==> src/sv/assert_macros.svh <==
// Assertion macros shared by the decoder RTL
`ifndef ASSERT_MACROS_SVH
`define ASSERT_MACROS_SVH

// Property checked on every rising clock edge, off while reset is high
`define PSC_ASSERT(lbl, prop) \
   lbl: assert property (@(posedge clock) disable iff (reset) prop) \
      else $error("decoder assertion failed");

// A condition that must never be seen
`define PSC_NEVER(lbl, expr) \
   `PSC_ASSERT(lbl, !(expr))

`endif

==> src/sv/psc_pkg.sv <==
// Types and constants for the power-supply serial command decoder
`timescale 1ns / 1ps

package psc_pkg;

   // Carriage return ends a command
   localparam logic [7:0] CR_BYTE = 8'h0D;

   // Result action codes
   typedef enum logic [2:0] {
      ACT_NONE        = 3'd0,
      ACT_POWER_ON    = 3'd1,
      ACT_POWER_OFF   = 3'd2,
      ACT_METER_READ  = 3'd3,
      ACT_DIAL_SET    = 3'd4,
      ACT_BAD_COMMAND = 3'd5,
      ACT_REPORT_ONLY = 3'd6
   } action_type;

   // One result transaction
   typedef struct packed {
      action_type  action;
      logic [1:0]  channel_out;
      logic [3:0]  meter_index;
      logic [2:0]  dial_index;
      logic [13:0] dial_value;
   } rsp_type;

endpackage

==> src/sv/psc_in_reg.sv <==
// Input register stage holding one received byte
`timescale 1ns / 1ps

module psc_in_reg (
   input  logic       clock,
   input  logic       reset,
   input  logic       req_valid,
   output logic       req_ready,
   input  logic [7:0] req_rx_byte,
   input  logic       advance,
   output logic       held_valid,
   output logic [7:0] held_byte
);

   logic       valid_ff, valid_in;
   logic [7:0] byte_ff;

   // free when empty or when the held byte moves on this cycle
   assign req_ready = !valid_ff || advance;

   always_comb begin
      valid_in = valid_ff;
      if (req_ready) begin
         valid_in = req_valid;
      end
   end

   always_ff @(posedge clock) begin
      if (reset) begin
         valid_ff <= 1'b0;
      end else begin
         valid_ff <= valid_in;
      end
      if (req_valid && req_ready) begin
         byte_ff <= req_rx_byte;
      end
   end

   assign held_valid = valid_ff;
   assign held_byte  = byte_ff;

endmodule

==> src/sv/psc_parse.sv <==
// Command grammar parser: parser state plus next-state and result decode
`timescale 1ns / 1ps

module psc_parse (
   input  logic             clock,
   input  logic             reset,
   input  logic             step,
   input  logic [7:0]       rx_byte,
   output psc_pkg::rsp_type result
);

   typedef enum logic [3:0] {
      ST_IDLE  = 4'd0,
      ST_CMD   = 4'd1,
      ST_VAL1  = 4'd2,
      ST_DIG1  = 4'd3,
      ST_DIG2  = 4'd4,
      ST_DIG3  = 4'd5,
      ST_DIG4  = 4'd6,
      ST_TERMN = 4'd7,
      ST_TERM1 = 4'd8
   } state_type;

   // held command codes
   localparam logic [2:0] CMD_Z = 3'd0;
   localparam logic [2:0] CMD_P = 3'd1;
   localparam logic [2:0] CMD_N = 3'd2;
   localparam logic [2:0] CMD_M = 3'd3;
   localparam logic [2:0] CMD_S = 3'd4;

   // held value character codes
   localparam logic [1:0] VC_ON  = 2'd0;
   localparam logic [1:0] VC_OFF = 2'd1;
   localparam logic [1:0] VC_V   = 2'd2;
   localparam logic [1:0] VC_I   = 2'd3;

   // ASCII characters of the grammar
   localparam logic [7:0] CH_A    = 8'h41;
   localparam logic [7:0] CH_D    = 8'h44;
   localparam logic [7:0] CH_Z    = 8'h5A;
   localparam logic [7:0] CH_P    = 8'h50;
   localparam logic [7:0] CH_N    = 8'h4E;
   localparam logic [7:0] CH_M    = 8'h4D;
   localparam logic [7:0] CH_S    = 8'h53;
   localparam logic [7:0] CH_V    = 8'h56;
   localparam logic [7:0] CH_I    = 8'h49;
   localparam logic [7:0] CH_ONE  = 8'h31;
   localparam logic [7:0] CH_ZERO = 8'h30;
   localparam logic [7:0] CH_NINE = 8'h39;
   localparam logic [7:0] LOWER_A = 8'h61;
   localparam logic [7:0] LOWER_Z = 8'h7A;
   localparam logic [7:0] CASE_GAP = 8'h20;

   state_type   state_ff, state_in;
   logic [1:0]  chan_ff, chan_in;
   logic [2:0]  cmd_ff, cmd_in;
   logic [1:0]  vchar_ff, vchar_in;
   logic [13:0] acc_ff, acc_in;

   logic [7:0]  upper;
   logic        is_digit;
   logic [3:0]  digit;
   logic [13:0] acc_x10;

   always_comb begin
      // fold lower case to upper case
      upper    = ((rx_byte >= LOWER_A) && (rx_byte <= LOWER_Z)) ? rx_byte - CASE_GAP : rx_byte;
      is_digit = (rx_byte >= CH_ZERO) && (rx_byte <= CH_NINE);
      digit    = rx_byte[3:0];
      // acc*10 + digit, wrapped to 14 bits
      acc_x10  = {acc_ff[10:0], 3'b000} + {acc_ff[12:0], 1'b0} + {10'd0, digit};

      state_in = state_ff;
      chan_in  = chan_ff;
      cmd_in   = cmd_ff;
      vchar_in = vchar_ff;
      acc_in   = acc_ff;
      result   = '0;
      result.action = psc_pkg::ACT_NONE;

      unique case (state_ff)
         ST_CMD: begin
            state_in = ST_VAL1;
            priority if (upper == CH_Z) begin
               cmd_in = CMD_Z;
            end else if (upper == CH_P) begin
               cmd_in = CMD_P;
            end else if (upper == CH_N) begin
               cmd_in = CMD_N;
            end else if (upper == CH_M) begin
               cmd_in   = CMD_M;
               state_in = ST_DIG1;
            end else if (upper == CH_S) begin
               cmd_in   = CMD_S;
               state_in = ST_DIG1;
            end else begin
               result.action = psc_pkg::ACT_BAD_COMMAND;
               state_in      = ST_IDLE;
            end
         end
         ST_VAL1: begin
            state_in = ST_TERM1;
            priority if (rx_byte == CH_ONE) begin
               vchar_in = VC_ON;
            end else if (rx_byte == CH_ZERO) begin
               vchar_in = VC_OFF;
            end else if (upper == CH_V) begin
               vchar_in = VC_V;
            end else if (upper == CH_I) begin
               vchar_in = VC_I;
            end else begin
               result.action = psc_pkg::ACT_BAD_COMMAND;
               state_in      = ST_IDLE;
            end
         end
         ST_DIG1: begin
            if (is_digit) begin
               acc_in   = {10'd0, digit};
               state_in = ST_DIG2;
            end else begin
               result.action = psc_pkg::ACT_BAD_COMMAND;
               state_in      = ST_IDLE;
            end
         end
         ST_DIG2, ST_DIG3, ST_DIG4, ST_TERMN: begin
            priority if ((state_ff != ST_TERMN) && is_digit) begin
               acc_in = acc_x10;
               unique case (state_ff)
                  ST_DIG2: state_in = ST_DIG3;
                  ST_DIG3: state_in = ST_DIG4;
                  default: state_in = ST_TERMN;
               endcase
            end else if (rx_byte == psc_pkg::CR_BYTE) begin
               result.action      = psc_pkg::ACT_DIAL_SET;
               result.channel_out = chan_ff;
               result.dial_index  = {chan_ff, cmd_ff == CMD_S};
               result.dial_value  = acc_ff;
               state_in           = ST_IDLE;
            end else begin
               result.action = psc_pkg::ACT_BAD_COMMAND;
               state_in      = ST_IDLE;
            end
         end
         ST_TERM1: begin
            state_in = ST_IDLE;
            priority if (rx_byte != psc_pkg::CR_BYTE) begin
               result.action = psc_pkg::ACT_BAD_COMMAND;
            end else if (vchar_ff == VC_ON) begin
               result.action      = psc_pkg::ACT_POWER_ON;
               result.channel_out = chan_ff;
            end else if (vchar_ff == VC_OFF) begin
               result.action      = psc_pkg::ACT_POWER_OFF;
               result.channel_out = chan_ff;
            end else if ((cmd_ff == CMD_P) || (cmd_ff == CMD_N)) begin
               result.action      = psc_pkg::ACT_METER_READ;
               result.channel_out = chan_ff;
               result.meter_index = {chan_ff, cmd_ff == CMD_N, vchar_ff == VC_I};
            end else begin
               // Z with a meter character: nothing to read
               result.action      = psc_pkg::ACT_REPORT_ONLY;
               result.channel_out = chan_ff;
            end
         end
         default: begin
            // idle, and any undefined state behaves as idle
            state_in = ST_IDLE;
            if ((upper >= CH_A) && (upper <= CH_D)) begin
               chan_in  = upper[1:0] - CH_A[1:0];
               state_in = ST_CMD;
            end
         end
      endcase
   end

   always_ff @(posedge clock) begin
      if (reset) begin
         state_ff <= ST_IDLE;
         chan_ff  <= '0;
         cmd_ff   <= CMD_Z;
         vchar_ff <= VC_ON;
         acc_ff   <= '0;
      end else if (step) begin
         state_ff <= state_in;
         chan_ff  <= chan_in;
         cmd_ff   <= cmd_in;
         vchar_ff <= vchar_in;
         acc_ff   <= acc_in;
      end
   end

endmodule

==> src/sv/psu_serial_command_decoder.sv <==
// Top level of the power-supply serial command decoder
// An accepted byte passes through the input register and then the result register to the rsp_ outputs.
// Throughput: one byte per cycle unless rsp_ready stalls; the input register feeds the parser and result
// register directly, and every byte gives exactly one result transaction.
// Reset (synchronous, active high) empties both registers and returns the parser
// to idle with channel, command, value character and digit value cleared.
`timescale 1ns / 1ps

module psu_serial_command_decoder (
   input  logic        clock,
   input  logic        reset,
   input  logic        req_valid,
   output logic        req_ready,
   input  logic [7:0]  req_rx_byte,
   output logic        rsp_valid,
   input  logic        rsp_ready,
   output logic [2:0]  rsp_action,
   output logic [1:0]  rsp_channel_out,
   output logic [3:0]  rsp_meter_index,
   output logic [2:0]  rsp_dial_index,
   output logic [13:0] rsp_dial_value
);

   logic             held_valid;
   logic [7:0]       held_byte;
   logic             load_out, advance;
   logic             rsp_valid_ff, rsp_valid_in;
   psc_pkg::rsp_type step_result;
   psc_pkg::rsp_type rsp_ff;

   // output register can take a result when empty or being drained
   assign load_out = !rsp_valid_ff || rsp_ready;
   assign advance  = held_valid && load_out;

   psc_in_reg u_in_reg (
      .clock       (clock),
      .reset       (reset),
      .req_valid   (req_valid),
      .req_ready   (req_ready),
      .req_rx_byte (req_rx_byte),
      .advance     (advance),
      .held_valid  (held_valid),
      .held_byte   (held_byte)
   );

   psc_parse u_parse (
      .clock   (clock),
      .reset   (reset),
      .step    (advance),
      .rx_byte (held_byte),
      .result  (step_result)
   );

   // result register
   always_comb begin
      rsp_valid_in = rsp_valid_ff;
      if (load_out) begin
         rsp_valid_in = held_valid;
      end
   end

   always_ff @(posedge clock) begin
      if (reset) begin
         rsp_valid_ff <= 1'b0;
      end else begin
         rsp_valid_ff <= rsp_valid_in;
      end
      if (advance) begin
         rsp_ff <= step_result;
      end
   end

   assign rsp_valid       = rsp_valid_ff;
   assign rsp_action      = rsp_ff.action;
   assign rsp_channel_out = rsp_ff.channel_out;
   assign rsp_meter_index = rsp_ff.meter_index;
   assign rsp_dial_index  = rsp_ff.dial_index;
   assign rsp_dial_value  = rsp_ff.dial_value;

   // checks
`include "assert_macros.svh"

   `PSC_ASSERT(a_held_moves, (held_valid && !rsp_valid_ff) |=> rsp_valid_ff)
   `PSC_ASSERT(a_meter_chan, (rsp_valid && (rsp_action == psc_pkg::ACT_METER_READ)) |-> (rsp_meter_index[3:2] == rsp_channel_out))
   `PSC_NEVER(a_value_only_dial, rsp_valid && (rsp_action != psc_pkg::ACT_DIAL_SET) && (rsp_dial_value != 14'd0))
   `PSC_ASSERT(a_step_fills, advance |=> rsp_valid_ff)

endmodule

==> config.mk <==
export PLATFORM = sky130hd
export DESIGN_NAME = psu_serial_command_decoder
export DESIGN_NICKNAME = d
export VERILOG_FILES = /design/src/sv/psc_pkg.sv /design/src/sv/psc_in_reg.sv /design/src/sv/psc_parse.sv /design/src/sv/psu_serial_command_decoder.sv
export VERILOG_INCLUDE_DIRS = /design/src /design/src/sv
export SDC_FILE = /design/constraint.sdc
export NUM_CORES = 1
export LEC_CHECK = 0
export BUFFER_PORTS_ARGS = -buffer_cell sky130_fd_sc_hd__buf_2
export CAP_MARGIN = 20
export CORE_AREA = 2 2 122 124
export DETAILED_ROUTE_END_ITERATION = 12
export DIE_AREA = 0 0 124 126
export SYNTH_ARGS = -nofsm -noshare
export SYNTH_HDL_FRONTEND = slang
export SYNTH_SLANG_ARGS = --single-unit
export TNS_END_PERCENT = 5
==> constraint.sdc <==
create_clock -name clock -period 3.1 [get_ports clock]
set_input_delay 0.31 -clock clock [delete_from_list [all_inputs] [get_ports clock]]
set_output_delay 0.31 -clock clock [all_outputs]
set_load 0.01 [all_outputs]
==> results.yml, run 1 <==
status:
  status: "finished clean"
place:
  place_inst: 572
  gp_congestion: 0.8170
  placed_cell_area_um2: 3931
  portBuffers: 39
  dpl.hpwl_um: 5841
routing:
  drt_pass1_iterations: 4
  num_vias: 2730
  ant_nets: 0
  avgViaCountPerCell: 4.643
  drc: 0
  drt_wl_total_um: 7616
  wire_per_inst_um: 12.95
  drtIter0Drc: 161
critical_path:
  cp-start-kind: "flip-flop"
  critical-path-max-stage-delay_ps: 480
  path_cells: "inv_1 > ha_1 > nor3b_1 > a211oi_1 > o21ai_0 > a211oi_1 > o21ai_0 > or3b_1"
  critPathMaxFanout: 7
  r2r_slack_ps: 420
  cp_num_buf_inv: 1
  cp_top_family: "compound AO/OA/AOI/OAI gates"
  reg2reg_to: "rsp_action[2]$_DFFE_PP_"
  r2r_cells: 8
  cp.depth: 8
  r2r-start: "u_in_reg.held_byte[1]$_DFFE_PP_"
  slowest_stage: "edfxtp_1"
  critical_path_class: "flip-flop to flip-flop"
  required_ps: 3170
  cp-end-kind: "flip-flop"
  worstPathArrival_ps: 2750
cts:
  ctsResizeCount: 0
  clk_pin_slew_worst_paths_ps: 50
  clockBufferDepth: 2
  clk_latency_ps: 330
  cts_tree: "done"
  cts.sinks: 61
  cts_setup_buffers: 0
  h-tree-depth: 3
  cts-root-buf: "clkbuf_16"
  numCtsBuffers: 9
  hold_buffers: 0
sta:
  fmax_mhz: 373.5
  tightest_slew_ps: 602.8
  finClkSkew_ps: 4.667
  setup_violations: 0
  rsz0062_at_grt: "no"
  fin_crit_ps: 2678
  final.period_utilization_pct: 86.37
  tns_ps: 0
  finalHoldViolCount: 0
  slew_viol_final: 0
  max_slew_margin_pct: 59.50
flow_run:
  maxCapViolCount: 0
cells_and_area:
  final_util_pct: 29.81
  fin_area_um2: 4267
  final_cells: 588
  mostFrequentLayoutCell: "nor2_1"
  area_growth_pct: 20.62
  antennaDiodeCount: 0
  final_cell_mix: "nor2_1 (46), buf_2 (39), edfxtp_1 (34), ha_1 (29)"
  nets: 442
  fillers: 1512
  drive_gt1_share_pct: 17.82
synthesis:
  synth.net_count: 399
  ys.warnings.count: 0
  synth-seq-cells: 61
  synth_compound_area_share_pct: 15.00
  syn_area_um2: 3537
  async_flop_share_pct: 0
  synth_top_area_share_pct: 28.86
  synth_cells: 356
  avgSynthCellArea_um2: 9.936
  synth_edf_count: 34
  synthSimpleGateAreaFrac_pct: 21.58
  synth_top_family_by_area: "simple AND/OR/NAND/NOR gates"
  synth_cell_types: 57
  ys_seq_area_share_pct: 44.15
  synth_fa_ha_area_share_pct: 11.39
  muxShareOfSynthArea_pct: 1.415
  synth_top_cells_by_area: "edfxtp_1 (29%), dfxtp_1 (15%), ha_1 (10%)"
  synthFlopType: "edfxtp_1"
  synth_top_cell_by_area: "edfxtp_1"
  synth_xor_area_share_pct: 3.467
die:
  dieArea_um2: 15620
  rows: 44
  ioPinCount: 40
  core_um2: 14310
  die_h_um: 126
  initial_core_util_pct: 24.71
  dieWidth_um: 124
global_routing:
  grt_usage_pct: 10.50
  grt_first_pass_wirelength_um: 12840
  grt_pass1_vias: 2639
  antenna_found_initial: 0
  grt_max_degree: 30
  grt_overflow: 0
power:
  power.leakage_nw: 1.717
  power_density_nw_per_um2: 495.6
  max-vdd-ir-drop_mv: 0.2528
  total_power_mw: 2.115
hold_path:
  hold_end: "u_in_reg.held_byte[5]$_DFFE_PP_"
  min_path_cells: 1
  worstHoldPathType: "primary input to flip-flop"
  min-delay-start: "req_rx_byte[5]"
synth_stat cells, drive strengths merged, types with 2 or more instances:
cell and number:
o21a 2, nand4 2, a211o 2, a22o 5, a21o 3, dfxtp 27
nand2b 6, a22oi 3, ha 29, or3 2, a31oi 5, nand4b 3
or3b 3, clkbuf 4, o21ai 11, inv 10, nand3 8, edfxtp 34
buf 8, xor2 6, o211ai 3, fa 2, nor3b 2, nor4 3
and3 4, a211oi 13, a21oi 27, nand2 25, and2 17, nor2 46
nor3 13, nor2b 3, mux2i 5, xnor2 8
how the worst max path moves through the flow:
stage,start,slack (ps),to
final,u_in_reg.held_byte[1]$_DFFE_PP_,420,rsp_action[2]$_DFFE_PP_
after detailed placement,u_in_reg.held_byte[1]$_DFFE_PP_,430,rsp_action[2]$_DFFE_PP_
after global placement,u_in_reg.held_byte[1]$_DFFE_PP_,540,rsp_action[2]$_DFFE_PP_
after global routing,u_in_reg.held_byte[1]$_DFFE_PP_,280,rsp_action[2]$_DFFE_PP_
after floorplan,u_in_reg.held_byte[3]$_DFFE_PP_,570,u_parse.acc_ff[9]$_SDFFE_PP0P_
after CTS,u_in_reg.held_byte[1]$_DFFE_PP_,410,rsp_action[2]$_DFFE_PP_
area by class of cell:
type / count / area (um^2) / share of cell area [%]
clock buffers: 11 / 254.0 / 5.953
clock inverters: 5 / 81.33 / 1.906
inverters: 10 / 37.54 / 0.8798
multi-input cells: 273 / 1869 / 43.81
flip-flops and latches: 61 / 1562 / 36.60
well taps: 184 / 230.2 / 5.396
repair buffers: 44 / 232.7 / 5.455
cell families after synthesis:
| group | Yosys count |
|---|---|
| AO/OA/AOI/OAI | 79 |
| adder cells (fa/ha/maj) | 31 |
| AND/OR/NAND/NOR | 144 |
| multiplexers | 5 |
| buffers and inverters | 22 |
| XOR/XNOR | 14 |
| flip-flops | 61 |
report_power, final:
part / switching (mW) / internal, mW
Sequential: 0.0153 / 0.877
Clock: 0.353 / 0.752
Combinational: 0.0755 / 0.0420
Total: 0.444 / 1.67
registers in the layout, indices dropped and copies added, names as in the netlist:
register	flops
u_parse.chan_ff	2
u_in_reg.held_valid	1
u_parse.state_ff	4
u_in_reg.held_byte	8
rsp_meter_index	4
rsp_action	3
rsp_valid	1
u_parse.cmd_ff	3
u_parse.acc_ff	14
rsp_dial_index	3
u_parse.vchar_ff	2
rsp_dial_value	14
rsp_channel_out	2
per-stage QoR:
step	worst slack, ps	hold slack, ps
final	422.4	156.9
after global routing	276.4	146.9
after CTS	412.6	141.7
after detailed placement	430.0	473.6
after global placement	544.7	458.0
after floorplan	569.7	408.9
routing by layer:
layer	vias up	global-route usage (%)	share of wire (%)
met5	-	0	0
met3	11	3.125	6.2
met4	0	4.494	1.8
li1	1389	-	-
met2	71	15.03	41
met1	1259	14.59	51
Power figures use the tool's default switching activity.
==> inputs of run 2 (changes only) <==
REMOVE_ABC_BUFFERS = 1   (was unset)
==> results.yml, run 2 (synthesized netlist as in run 1, its figures left out) <==
status:
  status: "finished clean"
routing:
  drt_wl_total_um: 7898
  ant_nets: 0
  wire_per_inst_um: 13.43
  maxUsedRoutingLayer: "met4"
  met3_length_um: 600
  avgViaCountPerCell: 4.757
  drt_pass1_iterations: 4
  wl_met2_um: 3358
  drc: 0
  drt-met1-wl_um: 3756
  drtIter0Drc: 143
  num_vias: 2797
die:
  core_um2: 14310
  initial_core_util_pct: 24.71
  rows: 44
  die_h_um: 126
  dieArea_um2: 15620
  ioPinCount: 40
  dieWidth_um: 124
cts:
  ctsResizeCount: 0
  clk_latency_ps: 330
  cts_tree: "done"
  cts_setup_buffers: 0
  h-tree-depth: 3
  cts-root-buf: "clkbuf_16"
  cts.sinks: 61
  clk_pin_slew_worst_paths_ps: 50
  numCtsBuffers: 9
  hold_buffers: 0
  clockBufferDepth: 2
sta:
  tns_ps: 0
  tightest_slew_ps: 627.3
  slew_viol_final: 0
  setup_violations: 0
  rsz0062_at_grt: "no"
  fmax_mhz: 383.5
  finClkSkew_ps: 4.004
  final.period_utilization_pct: 84.12
  layout_setup_ws_ps: 492.1
  finalHoldViolCount: 0
  max_slew_margin_pct: 57.86
  fin_crit_ps: 2608
cells_and_area:
  regArea_um2: 1562
  fin_area_um2: 4239
  nets: 442
  antennaDiodeCount: 0
  drive_gt1_share_pct: 17.08
  area_growth_pct: 19.84
  mostFrequentLayoutCell: "nor2_1"
  final_cell_mix: "nor2_1 (46), buf_2 (39), edfxtp_1 (34), ha_1 (29)"
  multi_input_area_um2: 1869
  fillers: 1521
power:
  power_density_nw_per_um2: 482.4
  power.leakage_nw: 1.701
  max-vdd-ir-drop_mv: 0.3147
hold_path:
  worstHoldPathType: "primary input to flip-flop"
global_routing:
  grt_max_degree: 26
  antenna_found_initial: 0
  grt_pass1_vias: 2757
  grt_overflow: 0
  grt_first_pass_wirelength_um: 13480
  grt_usage_pct: 11.14
place:
  gp_congestion: 0.8570
  portBuffers: 39
  dp_slack_ps: 484.1
  dpl.hpwl_um: 5875
  placed_cell_area_um2: 3931
critical_path:
  worstPathArrival_ps: 2680
  critical_path_class: "flip-flop to flip-flop"
  critPathMaxFanout: 12
  cp-start-kind: "flip-flop"
  required_ps: 3170
  cp-end-kind: "flip-flop"
flow_run:
  maxCapViolCount: 0
-- run 2: through the flow --
stage	hold WS, ps	total power, mW	util, %	instances
after floorplan	379.1	0.9760	-	344
after CTS	145.7	2.069	29.62	588
after detailed placement	460.5	1.031	27.47	572
after global routing	151.5	2.133	29.62	588
final	157.5	2.045	29.62	588
after global placement	455.0	1.029	27.47	572
-- run 2: layout make-up --
type | count | area share, %
clock buffer | 10 | 5.401
clock inverter | 6 | 1.860
inverter | 10 | 0.8855
multi-input combinational | 273 | 44.10
sequential | 61 | 36.84
tap | 184 | 5.431
timing repair buffer | 44 | 5.490
-- run 2: final timing paths --
check | startpoint | to | slack [ps] | cells past startpoint
worst max-delay path | u_in_reg.held_byte[5]$_DFFE_PP_ | rsp_action[2]$_DFFE_PP_ | 490 | 7
worst min-delay path | req_rx_byte[2] | u_in_reg.held_byte[2]$_DFFE_PP_ | 160 | 1
worst max register to register | u_in_reg.held_byte[5]$_DFFE_PP_ | rsp_action[2]$_DFFE_PP_ | 490 | 7
worst min register to register | u_parse.acc_ff[13]$_SDFFE_PP0P_ | u_parse.acc_ff[13]$_SDFFE_PP0P_ | 470 | 1
-- run 2: worst max-delay path: stages (launching register included) --
cell	delay, ps
edfxtp_1	630
inv_1	120
ha_1	350
a211oi_1	170
o21ai_0	270
a211oi_1	300
o21ai_0	150
or3b_1	370
-- run 2: layer usage --
layer	global-route usage, %	vias to the layer above
met4	4.957	0
met3	3.714	20
met1	15.48	1292
met5	0	-
met2	15.58	103
li1	-	1382
-- run 2: power by group --
group          internal, mW  switching (mW)
sequential            0.878          0.0178
combinational        0.0421          0.0761
clock                 0.694           0.337
==> inputs of run 3 (changes only) <==
clock period = 2.2 ns   (was 3.1 ns; I/O delays follow)
==> results.yml, run 3 (synthesized netlist as in run 1, its figures left out) <==
cells_and_area:
  mostFrequentLayoutCell: "buf_4"
  final_cell_mix: "buf_4 (51), nor2_1 (45), buf_2 (39), edfxtp_1 (34), dfxtp_1 (27)"
  drive_gt1_share_pct: 31.04
  regArea_um2: 1562
  final_util_pct: 32.75
  nets: 489
  fillers: 1472
  antennaDiodeCount: 0
  area_growth_pct: 32.54
  multi_input_area_um2: 1986
routing:
  wire_per_inst_um: 12.81
  drtIter0Drc: 145
  drt_pass1_iterations: 4
  ant_nets: 0
  drc: 0
  avgViaCountPerCell: 4.548
  drt_wl_total_um: 8136
  num_vias: 2888
cts:
  h-tree-depth: 3
  cts.sinks: 61
  clk_latency_ps: 330
  clk_pin_slew_worst_paths_ps: 50
  cts-root-buf: "clkbuf_16"
  cts_tree: "done"
  clockBufferDepth: 2
  numCtsBuffers: 9
sta:
  fin_crit_ps: 2340
  max_slew_margin_pct: 72.65
  tightest_slew_ps: 407.7
  finalHoldViolCount: 0
  setup_violations: 8
  final.period_utilization_pct: 106.4
  tns_ps: -725.9
  fmax_mhz: 427.4
  finClkSkew_ps: 8.768
  slew_viol_final: 0
  rsz0062_at_grt: "yes"
  layout_setup_ws_ps: -139.7
critical_path:
  worstPathArrival_ps: 2560
  cp-end-kind: "flip-flop"
  critPathMaxFanout: 3
  critical_path_class: "flip-flop to flip-flop"
  critical-path-max-stage-delay_ps: 570
  slowest_stage: "fa_1"
  path_cells: "fa_1 > ha_4 > a211oi_2 > nor2_2 > buf_4 > o21a_1 > nor2_1 > xnor2_1 > a22o_1"
  required_ps: 2420
  cp-start-kind: "flip-flop"
power:
  power_density_nw_per_um2: 599.3
  power.leakage_nw: 1.935
  max-vdd-ir-drop_mv: 0.2847
global_routing:
  grt_max_degree: 23
  grt_first_pass_wirelength_um: 13680
  grt_pass1_vias: 2905
  antenna_found_initial: 0
  grt_usage_pct: 11.16
  grt_overflow: 0
flow_run:
  maxCapViolCount: 0
die:
  core_um2: 14310
  die_h_um: 126
  ioPinCount: 40
  dieArea_um2: 15620
  dieWidth_um: 124
  initial_core_util_pct: 24.71
  rows: 44
place:
  portBuffers: 39
  dpl.hpwl_um: 6172
  gp_congestion: 0.8945
  dp_slack_ps: -344.9
hold_path:
  worstHoldPathType: "primary input to flip-flop"
status:
  status: "finished with violations"
  violations: "negative setup slack"
==> run 3: cell types whose count changed in the layout (fill, tap and decap cells not counted), moves of 3 or more <==
cell	delta
buf_4	+46
ha_2	+3
a21oi_2	+3
a211oi_2	+3
ha_1	-5
o21ai_1	+4
o21ai_0	-4
a21oi_1	-3
a211oi_1	-3
==> run 3: path summary, 6_finish.rpt <==
kind	end	from	cells past startpoint	slack [ps]
worst min-delay path	u_in_reg.held_byte[7]$_DFFE_PP_	req_rx_byte[7]	1	60
worst min register to register	u_parse.acc_ff[13]$_SDFFE_PP0P_	u_parse.acc_ff[13]$_SDFFE_PP0P_	1	470
worst max register to register	u_parse.acc_ff[7]$_SDFFE_PP0P_	u_in_reg.held_byte[3]$_DFFE_PP_	9	-140
worst max-delay path	u_parse.acc_ff[7]$_SDFFE_PP0P_	u_in_reg.held_byte[3]$_DFFE_PP_	9	-140
==> run 3: per-stage QoR <==
step	cells	hold WS, ps	instance area (um^2)	power, mW
after detailed placement	618	398.7	4277	1.489
after global placement	618	400.5	4277	1.486
after floorplan	344	289.1	3468	1.375
after global routing	635	55.26	4688	2.921
after CTS	635	54.16	4634	2.832
final	635	63.56	4688	2.810
==> run 3: report_power, final <==
part           total, mW  switching (mW)  internal (mW)
registers           1.25          0.0128           1.24
clock network       1.33           0.471          0.862
logic              0.227           0.130         0.0969
==> run 3: worst max-delay path, delay by kind of cell (launching register included) <==
kind            cells  cell delay, ps
simple gates        2             200
flops               1             400
xor+xnor            1              90
buf+inv             1             140
compound gates      3             610
fa+ha+maj           2             790
==> run 3: metal layers <==
| layer | vias up | routed length (um) | track usage (%) |
|---|---|---|---|
| met1 | 1324 | 3940 | 15.00 |
| met4 | 0 | 127 | 3.767 |
| met2 | 72 | 3570 | 17.19 |
| met5 | - | 0 | 0 |
| met3 | 9 | 497 | 3.125 |
| li1 | 1483 | - | - |
==> run 3: area by class of cell <==
cell class / instances / share of cell area [%]
Clock buffer: 10 / 4.884
Timing Repair Buffer: 91 / 12.57
Tap cell: 184 / 4.911
Multi-Input combinational cell: 273 / 42.35
Sequential cell: 61 / 33.31
Inverter: 10 / 0.8006
Clock inverter: 6 / 1.174
==> run 3: timing repair <==
item | CTS | global route
buffers inserted | 1 | 0
hold buffers | 0 | 0
hold endpoints to repair | 0 | 0
endpoints found under the setup margin | 29 | 36
pin swaps | 23 | 3
resized for setup | 18 | 15
